==> src/rtl/pkrpa_pkg.sv <==
// ----------------------------------------------------------------------------
// pkrpa_pkg: shared constants and types
// Sizes, request and status codes, and the command and status structs that
// join the controller and the datapath of the reward/probability table.
// ----------------------------------------------------------------------------
package pkrpa_pkg;

  // Table sizes.
  localparam int NUM_STATES  = 64;
  localparam int MAX_ENTRIES = 16;
  localparam int DEPTH       = NUM_STATES * MAX_ENTRIES;

  // Derived widths.
  localparam int SID_W  = $clog2(NUM_STATES);
  localparam int IDX_W  = $clog2(MAX_ENTRIES + 1);
  localparam int ADDR_W = $clog2(DEPTH);

  // Field widths of the stream words.
  localparam int REQ_W    = 2;
  localparam int STATE_W  = 6;
  localparam int DATA_W   = 32;
  localparam int SLOT_W   = 4;
  localparam int CNT_W    = 5;
  localparam int STATUS_W = 2;

  localparam int IN_TDATA_W  = 80;
  localparam int IN_TUSER_W  = REQ_W;
  localparam int OUT_TDATA_W = 40;

  // Request codes.
  localparam logic [REQ_W-1:0] REQ_INSERT = 2'd0;
  localparam logic [REQ_W-1:0] REQ_DELETE = 2'd1;
  localparam logic [REQ_W-1:0] REQ_QUERY  = 2'd2;

  // Status codes.
  localparam logic [STATUS_W-1:0] ST_OK   = 2'd0;
  localparam logic [STATUS_W-1:0] ST_FULL = 2'd1;
  localparam logic [STATUS_W-1:0] ST_SLOT = 2'd2;
  localparam logic [STATUS_W-1:0] ST_SAT  = 2'd3;

  // Commands from the controller to the datapath.
  typedef struct packed {
    logic accept;  // capture the input word and read the count
    logic load;    // set up the walk over the list
    logic scan;    // search the list for the reward
    logic shift;   // move later entries down by one
    logic finish;  // commit the writes and load the result word
  } ctrl_cmd_t;

  // Status from the datapath to the controller.
  typedef struct packed {
    logic is_walk;    // insert or query: a search is needed
    logic is_delete;  // delete request
    logic slot_bad;   // delete slot at or beyond the count
    logic walk_done;  // search or shift has finished
    logic out_free;   // result register can take a word
  } dp_status_t;

endpackage

==> src/rtl/pkrpa_ctrl.sv <==
// ----------------------------------------------------------------------------
// pkrpa_ctrl: request sequencer
// Steps one request through count read, list walk and commit, and gives the
// datapath at most one command per cycle.
// ----------------------------------------------------------------------------
module pkrpa_ctrl (
  input  logic                  clk,
  input  logic                  rst,
  input  logic                  s_axis_tvalid,
  output logic                  s_axis_tready,
  input  pkrpa_pkg::dp_status_t status,
  output pkrpa_pkg::ctrl_cmd_t  cmd
);

  localparam logic [2:0] S_IDLE   = 3'd0;
  localparam logic [2:0] S_LOAD   = 3'd1;
  localparam logic [2:0] S_SCAN   = 3'd2;
  localparam logic [2:0] S_SHIFT  = 3'd3;
  localparam logic [2:0] S_FINISH = 3'd4;

  logic [2:0] state;
  logic [2:0] state_next;

  // State register.
  always_ff @(posedge clk) begin
    if (rst) begin
      state <= S_IDLE;
    end else begin
      state <= state_next;
    end
  end

  // Next state and commands. No word is taken while reset is held.
  always_comb begin
    state_next    = state;
    cmd           = '0;
    s_axis_tready = 1'b0;
    case (state)
      S_IDLE: begin
        s_axis_tready = !rst;
        if (s_axis_tvalid && !rst) begin
          cmd.accept = 1'b1;
          state_next = S_LOAD;
        end
      end
      S_LOAD: begin
        cmd.load = 1'b1;
        if (status.is_walk) begin
          state_next = S_SCAN;
        end else if (status.is_delete && !status.slot_bad) begin
          state_next = S_SHIFT;
        end else begin
          state_next = S_FINISH;
        end
      end
      S_SCAN: begin
        cmd.scan = 1'b1;
        if (status.walk_done) begin
          state_next = S_FINISH;
        end
      end
      S_SHIFT: begin
        cmd.shift = 1'b1;
        if (status.walk_done) begin
          state_next = S_FINISH;
        end
      end
      S_FINISH: begin
        if (status.out_free) begin
          cmd.finish = 1'b1;
          state_next = S_IDLE;
        end
      end
      default: begin
        state_next = S_IDLE;
      end
    endcase
  end

endmodule

==> config.mk <==
export PLATFORM = sky130hd
export DESIGN_NAME = pkrpa_ctrl
export DESIGN_NICKNAME = d
export VERILOG_FILES = /design/src/rtl/pkrpa_pkg.sv /design/src/rtl/pkrpa_ctrl.sv
export SDC_FILE = /design/constraint.sdc
export NUM_CORES = 1
export LEC_CHECK = 0
export ABC_AREA = 1
export BUFFER_PORTS_ARGS = -buffer_cell sky130_fd_sc_hd__buf_2
export CAP_MARGIN = 10
export CELL_PAD_IN_SITES_DETAIL_PLACEMENT = 0
export CELL_PAD_IN_SITES_GLOBAL_PLACEMENT = 2
export CORE_UTILIZATION = 16
export DETAILED_ROUTE_END_ITERATION = 6
export HOLD_SLACK_MARGIN = 0.12
export PLACE_DENSITY_LB_ADDON = 0.1
export SLEW_MARGIN = 30
export SYNTH_ARGS = -nofsm -noshare
export SYNTH_HDL_FRONTEND = slang
export SYNTH_SLANG_ARGS = --single-unit
==> constraint.sdc <==
create_clock -name clk -period 1 [get_ports clk]
set_input_delay 0.3 -clock clk [delete_from_list [all_inputs] [get_ports clk]]
set_output_delay 0.3 -clock clk [all_outputs]
set_load 0.005 [all_outputs]
==> out/metrics.yaml, run 1 <==
syn_area_um2: 226.5
drc: 0
crit_fanout: 5
gr-total-overflow: 0
ant_nets: 0
cts_tree: "done"
antenna_found_initial: 0
port-buffer-count: 13
grtUsageTotal_pct: 12.24
yosysMostFrequentCell: "nand2_1"
fin_cells: 86
crit_start: "state[1]$_SDFFE_PP0P_"
syn_inst: 41
worstPathRequired_ns: 0.70
fin_crit_ns: 1.291
cts_sinks: 3
drtPass1Iterations: 2
routabilityCongestion: 0.6980
cts_inserted_buffers: 3
die_h_um: 39.62
reg_top3: "state x3"
drt_iter0_markers: 5
die_x_um: 39.62
status: "finished with violations"
grt_max_degree: 8
setup_viol: 8
r2r_start: "state[1]$_SDFFE_PP0P_"
die_area_mm2: 0.001570
relSlewSlack_pct: 84.93
area_growth_pct: 132.0
synth.top_cell.area_share_pct: 26.52
final-hold-violation-count: 0
fmax_mhz: 774.3
cp-start-kind: "flip-flop"
fillers: 150
clock_latency_ns: 0.24
grt_pass1_wl_um: 1152
clockBufferDepth: 2
synth_top_area_cell: "dfxtp_1"
grt_pass1_vias: 316
min_from: "rst"
num_antenna_cells: 0
cp.arrival_ns: 0.99
synthFlopType: "dfxtp_1"
ios: 14
min_period_over_period_pct: 129.1
synth.distinct_cells: 13
synth-edff-count: 0
yosys_warnings: 0
drive_above_1_share_pct: 66.20
tightest_slew_ns: 0.2238
fin_nets: 80
vias: 364
hpwl_um: 561.7
synthTopCellsByCount: "nand2_1 (10), nor2_1 (9), inv_1 (7)"
holdWs_ns: 0.4044
crit_type: "reg2out"
core-area_mm2: 0.001301
path_clk_slew_ns: 0.04
async_flop_share_pct: 0
max-cap-violations: 0
rsz0062_at_grt: "true"
skew_ns: 0.002448
largest_register_ffs: 3
largest_register: "state"
syn_avg_cell_area_um2: 5.524
vdd_drop_max_v: 0.0009798
wl_per_cell_um: 10.42
violations: "setup timing"
rrSetupSlack_ns: -0.11
cp-end-kind: "output port"
setup_ws_ns: -0.2915
hp-class: "in2reg"
cts_root_buf: "clkbuf_4"
synth_area_leaders: "dfxtp_1 (27%), nand2_1 (17%), nor2_1 (15%)"
fin_setup_tns_ns: -1.714
power.leakage_nw: 0.2746
wirelength_um: 896
drv_slew: 0
syn-num-nets: 49
viasPerCell: 4.233
rows: 13
p_per_area_mw_per_mm2: 2777
htreeDepth: 1
p_total_w: 0.001459
yosysSeqAreaShare_pct: 26.52
floorplan.initialDensity_pct: 17.40
dp_cells: 76
yosys_register_bits: 3
where the power goes:
group | total, W | switching, W | internal (W)
combinational | 0.000964 | 0.000460 | 0.000505
clock | 0.000216 | 0.0000665 | 0.000150
sequential | 0.000279 | 0.0000855 | 0.000193
stage by stage:
stage	setup WS (ns)	utilization, %	cell area, µm²
finish	-0.2915	40.38	525.5
global route	-0.3393	40.38	525.5
CTS	-0.3033	34.13	444.2
detailed placement	-0.08653	27.88	362.8
global placement	-0.07097	27.88	362.8
floorplan	0.04376	-	226.5
logic make-up (layout without fill, tap and decap cells):
kind of cell,count (synthesis),after routing,synth area share (%)
AND/OR/NAND/NOR,26,26,51.38
buffers and inverters,8,38,13.26
AO/OA/AOI/OAI,4,4,8.836
flip-flops,3,3,26.52
cells in the final DEF (no fill, tap or decap):
master     n
o21ai_0    2
inv_6      1
dfxtp_4    3
nand2_2    6
clkbuf_4   3
inv_1      6
nor2_1     9
nand2_1    4
clkbuf_1   1
a21oi_2    1
nor2_4     1
nand3b_1   1
inv_2      1
nand3_2    1
o21ai_1    1
buf_6      2
nand3_4    3
nor4_2     1
buf_4     11
buf_2     13
what timing repair did:
| item | in CTS | in global routing |
|---|---|---|
| gates resized for setup | 11 | 15 |
| hold buffers | 0 | 0 |
| setup buffers | 3 | 4 |
| pin swaps | 5 | 6 |
| endpoints found under the setup margin | 8 | 9 |
| gates cloned | 0 | 0 |
worst max-delay path: stages (launching register included):
cell and delay, ns:
dfxtp_4 0.36, nor2_4 0.12, nand2_2 0.07, nor2_1 0.09, buf_2 0.12
worst paths after layout:
kind / end / cells after the start
worst max-delay path: s_axis_tready / 4
worst min-delay path: state[1]$_SDFFE_PP0P_ / 4
worst max register to register: state[2]$_SDFFE_PP0P_ / 8
worst min register to register: state[2]$_SDFFE_PP0P_ / 4
area by class of cell:
type | count | area [µm²] | area share, %
repair buffers | 26 | 170.2 | 32.38
well taps | 15 | 18.77 | 3.571
inverters | 8 | 35.03 | 6.667
multi-input cells | 30 | 203.9 | 38.81
clock buffers | 4 | 26.28 | 5.000
flip-flops and latches | 3 | 71.32 | 13.57
routing by layer:
| layer | vias to the layer above | share of wire, % | track usage, % |
|---|---|---|---|
| met3 | 2 | 4.9 | 3.977 |
| li1 | 186 | - | - |
| met2 | 11 | 60 | 21.31 |
| met5 | - | 0 | 0 |
| met1 | 165 | 33 | 10.20 |
| met4 | 0 | 1.6 | 12.93 |
No activity file was read; power rests on OpenSTA's default activity.
==> inputs of run 2 (changes only) <==
--- a/config.mk
+++ b/config.mk
@@ -13,7 +13,7 @@
 export CORE_UTILIZATION = 16
 export DETAILED_ROUTE_END_ITERATION = 6
 export HOLD_SLACK_MARGIN = 0.12
-export PLACE_DENSITY_LB_ADDON = 0.1
+export PLACE_DENSITY = 0.69
 export SLEW_MARGIN = 30
 export SYNTH_ARGS = -nofsm -noshare
 export SYNTH_HDL_FRONTEND = slang
==> run 2 against run 1 <==
  * The flow still finishes with violations (setup timing)
  * Combinational power down 43%
  * Total power decreased by 30%
  * Global-route usage decreased by 1.3 points
  * Register-to-register slack better by 0.07 ns
  * Clock-buffer cell count unchanged
  * Core utilization shrank 8.8 points
  * Die area unchanged
  * Via count decreased by 16%
  * First-iteration DRC count decreased by 20%
  * Fmax rose by 0.67%
  * Critical path depth stayed put
  * Worst setup slack gained 0.0086 ns
  * Largest power group unchanged
  * Highest routed layer is now met3
==> out/metrics.yaml, run 2 (synthesized netlist as in run 1, its figures left out) <==
status: "finished with violations"
violations: "setup timing"
post_cts_buffers: 0
cts_inserted_buffers: 3
fin_cells: 79
wl_per_cell_um: 7.861
final_area_um2: 410.4
drt_iter0_markers: 4
cp-start-kind: "flip-flop"
drive_above_1_share_pct: 48.44
final_cell_mix: "buf_2 (13), nor2_1 (9), nand2_1 (8)"
min_period_over_period_pct: 128.3
gr-total-overflow: 0
clockPowerShare_pct: 21.0
combPwrFrac_pct: 53.8
drtPass1Iterations: 2
p_total_w: 0.001027
internal_power_w: 0.0005904
tightest_slew_ns: 0.2299
rows: 13
setup_ws_ns: -0.2829
drc: 0
area_growth_pct: 81.22
fmax_mhz: 779.5
path_clk_slew_ns: 0.04
die_x_um: 39.62
cts_tree: "done"
core-area_mm2: 0.001301
crit_path_cell_trace: "nor2_2, nand2_2, nor2_1, buf_2"
cts_sinks: 3
p_per_area_mw_per_mm2: 2503
crit_fanout: 5
worstPathRequired_ns: 0.70
grt_pass1_wl_um: 1048
grt_max_degree: 8
grt_pass1_vias: 269
floorplan.initialDensity_pct: 17.40
largest_register: "state"
hold_buffers: 0
die_area_mm2: 0.001570
power.leakage_nw: 0.2280
routabilityCongestion: 0.6906
cp_num_buf_inv: 1
fin_nets: 73
final-hold-violation-count: 0
cts_root_buf: "clkbuf_4"
place_area_um2: 355.3
fin_util_pct: 31.54
p_switching_w: 0.0004369
vias: 304
final_common_cell: "buf_2"
hp-class: "in2reg"
cp.arrival_ns: 0.98
swShare_pct: 42.53
cp-end-kind: "output port"
relSlewSlack_pct: 84.51
wirelength_um: 621
crit_family: "flip-flops"
crit_type: "reg2out"
largest_register_ffs: 3
cp_slowest_cell: "dfxtp_2"
setup_viol: 8
ios: 14
power_frac_seq_pct: 25.2
die_h_um: 39.62
grtUsageTotal_pct: 10.90
cp_slowest_stage_delay_ns: 0.34
htreeDepth: 1
clockBufferDepth: 2
clock_latency_ns: 0.24
reg_top3: "state x3"
hpwl_um: 505.5
num_antenna_cells: 0
fin_crit_ns: 1.283
viasPerCell: 3.848
max-cap-violations: 0
skew_ns: 0.008286
ant_nets: 0
drv_slew: 0
dp_cells: 75
antenna_found_initial: 0
vdd_drop_max_v: 0.0008693
rsz0062_at_grt: "true"
port-buffer-count: 13
-- run 2: cell type report --
type                       count  area (µm²)
multi-input combinational     30       156.4
tap                           15       18.77
timing repair buffer          19       110.1
inverter                       8       32.53
fill                         159       890.9
sequential                     3       66.31
clock buffer                   4       26.28
-- run 2: what timing repair did --
| item | in CTS | in global routing |
|---|---|---|
| pin swaps | 1 | 1 |
| setup endpoints to repair | 8 | 8 |
| hold endpoints to repair | 0 | 0 |
| resized for setup | 6 | 3 |
-- run 2: worst paths after layout --
kind / from / end / slack [ns] / cells past startpoint
setup / recovery: state[1]$_SDFFE_PP0P_ / s_axis_tready / -0.28 / 4
hold / removal: rst / state[1]$_SDFFE_PP0P_ / 0.32 / 3
setup reg to reg: state[1]$_SDFFE_PP0P_ / state[2]$_SDFFE_PP0P_ / -0.04 / 7
hold reg to reg: state[0]$_SDFFE_PP0P_ / state[0]$_SDFFE_PP0P_ / 0.59 / 4
-- run 2: power by group through the flow --
stage	Sequential, W	Combinational, W	Clock (W)
2_1_floorplan	0.000209	0.000323	0
3_3_place_gp	0.000222	0.000525	0
3_5_place_dp	0.000221	0.000514	0
4_1_cts	0.000248	0.000531	0.000230
5_1_grt	0.000269	0.000650	0.000240
6_report	0.000259	0.000553	0.000216
-- run 2: per-layer routing --
layer  share of wire, %  global-route usage (%)  vias up
met5                  0                       0        -
met3                7.2                   8.523        0
li1                   -                       -      174
met1                 51                   12.46      122
met4                  0                   2.586        0
met2                 42                   15.57        8
-- run 2: worst reg2reg max path, delay by kind of cell (launching register included) --
kind	cells	cell delay (ns)
flip-flops	1	0.34
buffers and inverters	1	0.12
AND/OR/NAND/NOR	6	0.45
-- run 2: through the flow --
stage	setup TNS (ns)	hold slack, ns	setup WS [ns]
6_report	-1.530	0.3202	-0.2829
5_1_grt	-2.228	0.3244	-0.3656
4_1_cts	-1.544	0.3128	-0.3013
3_5_place_dp	-0.4245	0.5767	-0.1047
3_3_place_gp	-0.4700	0.5747	-0.09288
2_1_floorplan	0	0.3691	0.04376
==> inputs of run 3 (changes only) <==
==> constraint.sdc (replaced) <==
create_clock -name clk -period 1.32 [get_ports clk]
set_input_delay 0.396 -clock clk [delete_from_list [all_inputs] [get_ports clk]]
set_output_delay 0.396 -clock clk [all_outputs]
set_load 0.005 [all_outputs]
==> run 3 against run 2 <==
  * The flow still finishes with violations (setup timing)
  * Worst hold slack better by 0.025 ns
  * Highest routed layer is now met4
  * First-iteration DRC count rose by 50%
  * Non-clock buffer count did not move
  * Clock-buffer cell count stayed put
  * Wire length is 1.3% higher
  * Die area is the same
  * Core utilization is 0.096 points lower
  * Worst setup slack better by 0.23 ns
  * Total power is 21% lower
  * Largest cell class unchanged
  * Register-to-register slack gained 0.21 ns
==> out/metrics.yaml, run 3 (synthesized netlist as in run 1, its figures left out) <==
status: "finished with violations"
violations: "setup timing"
clock_latency_ns: 0.23
die_h_um: 39.62
cp.arrival_ns: 0.97
cp-end-kind: "output port"
grt.busiest_layer: "met2"
fmax_mhz: 729.9
grtUsageMet3_pct: 3.409
routabilityCongestion: 0.6646
path_clk_slew_ns: 0.04
cts_sinks: 3
cts_tree: "done"
final_common_cell: "buf_2"
worstPathRequired_ns: 0.92
rsz0062_at_grt: "true"
core-area_mm2: 0.001301
antenna_found_initial: 0
wirelength_um: 629
place_area_um2: 325.3
use_met2_pct: 12.30
drive_above_1_share_pct: 48.44
floorplan.initialDensity_pct: 17.40
die_area_mm2: 0.001570
drv_slew: 0
crit_fanout: 5
power.leakage_nw: 0.2288
setup_ws_ns: -0.05006
tightest_slew_ns: 0.2364
min_path_cells: 2
final_area_um2: 409.1
global_route.usage.met1_pct: 10.44
grt_pass1_wl_um: 883
viasPerCell: 3.975
vias: 314
hp-class: "in2reg"
setup_viol: 4
drt_iter0_markers: 6
largest_register_ffs: 3
min_period_over_period_pct: 103.8
drtPass1Iterations: 2
final_cell_mix: "buf_2 (13), nand2_1 (9), nor2_1 (8)"
drc: 0
fin_crit_ns: 1.370
fin_setup_tns_ns: -0.1402
reg_top3: "state x3"
max-cap-violations: 0
fin_nets: 73
skew_ns: 0.002821
hpwl_um: 468.2
crit_type: "reg2out"
reg2regPathDepth: 7
ant_nets: 0
die_x_um: 39.62
vdd_drop_max_v: 0.0007846
p_per_area_mw_per_mm2: 1995
wl_per_cell_um: 7.962
rows: 13
cts_inserted_buffers: 3
clockBufferDepth: 2
grt_max_degree: 8
ios: 14
hold_buffers: 0
rrSetupSlack_ns: 0.17
num_antenna_cells: 0
gr-total-overflow: 0
final-hold-violation-count: 0
grtUsageTotal_pct: 9.261
largest_register: "state"
cp-start-kind: "flip-flop"
port-buffer-count: 13
cts_root_buf: "clkbuf_4"
htreeDepth: 1
area_growth_pct: 80.66
relSlewSlack_pct: 84.08
grt_pass1_vias: 229
[run 3: cell counts in the layout (fill, tap and decap cells not counted)]
Identical to the previous run, type by type.
[run 3: worst paths after layout]
path / from / to
min: rst / state[1]$_SDFFE_PP0P_
min reg2reg: state[0]$_SDFFE_PP0P_ / state[0]$_SDFFE_PP0P_
max: state[1]$_SDFFE_PP0P_ / cmd[4]
max reg2reg: state[0]$_SDFFE_PP0P_ / state[2]$_SDFFE_PP0P_
[run 3: layout make-up]
| type | instances | area [µm²] |
|---|---|---|
| multi-input combinational | 30 | 152.6 |
| clock buffer | 4 | 26.28 |
| tap | 15 | 18.77 |
| inverter | 8 | 32.53 |
| timing repair buffer | 19 | 110.1 |
| fill | 158 | 892.1 |
| sequential | 3 | 68.82 |
[run 3: layer usage]
metal	part of all wire [%]	vias up
li1	-	174
met4	2.4	0
met3	5.1	2
met1	47	128
met5	0	-
met2	45	10
[run 3: metrics by stage]
step | instances | utilization (%) | total power [W] | hold WS (ns) | setup slack (ns)
after floorplan | 41 | - | 0.0004026 | 0.4651 | 0.2678
after global placement | 71 | 25.00 | 0.0005189 | 0.5897 | 0.09694
after detailed placement | 71 | 25.00 | 0.0005090 | 0.5873 | 0.09085
after CTS | 77 | 30.10 | 0.0007791 | 0.3266 | -0.06106
after global routing | 79 | 31.44 | 0.0009019 | 0.3446 | -0.1171
final | 79 | 31.44 | 0.0008164 | 0.3457 | -0.05006
[run 3: timing repair]
action | in CTS | in global routing
gates cloned | 0 | 0
pin swaps | 2 | 1
setup endpoints to repair | 6 | 6
setup buffers | 2 | 2
gates resized for setup | 9 | 1
[run 3: worst max-delay path: stages (launching register included)]
cell,delay (ns)
dfxtp_4,0.36
nor2_4,0.12
nand2_2,0.08
nor2_1,0.08
buf_2,0.11
[run 3: power breakdown]
group	internal (W)	leakage, nW	switching (W)
Combinational	0.000225	0.187	0.000234
Sequential	0.000140	0.0264	0.0000553
Clock	0.000113	0.0150	0.0000490
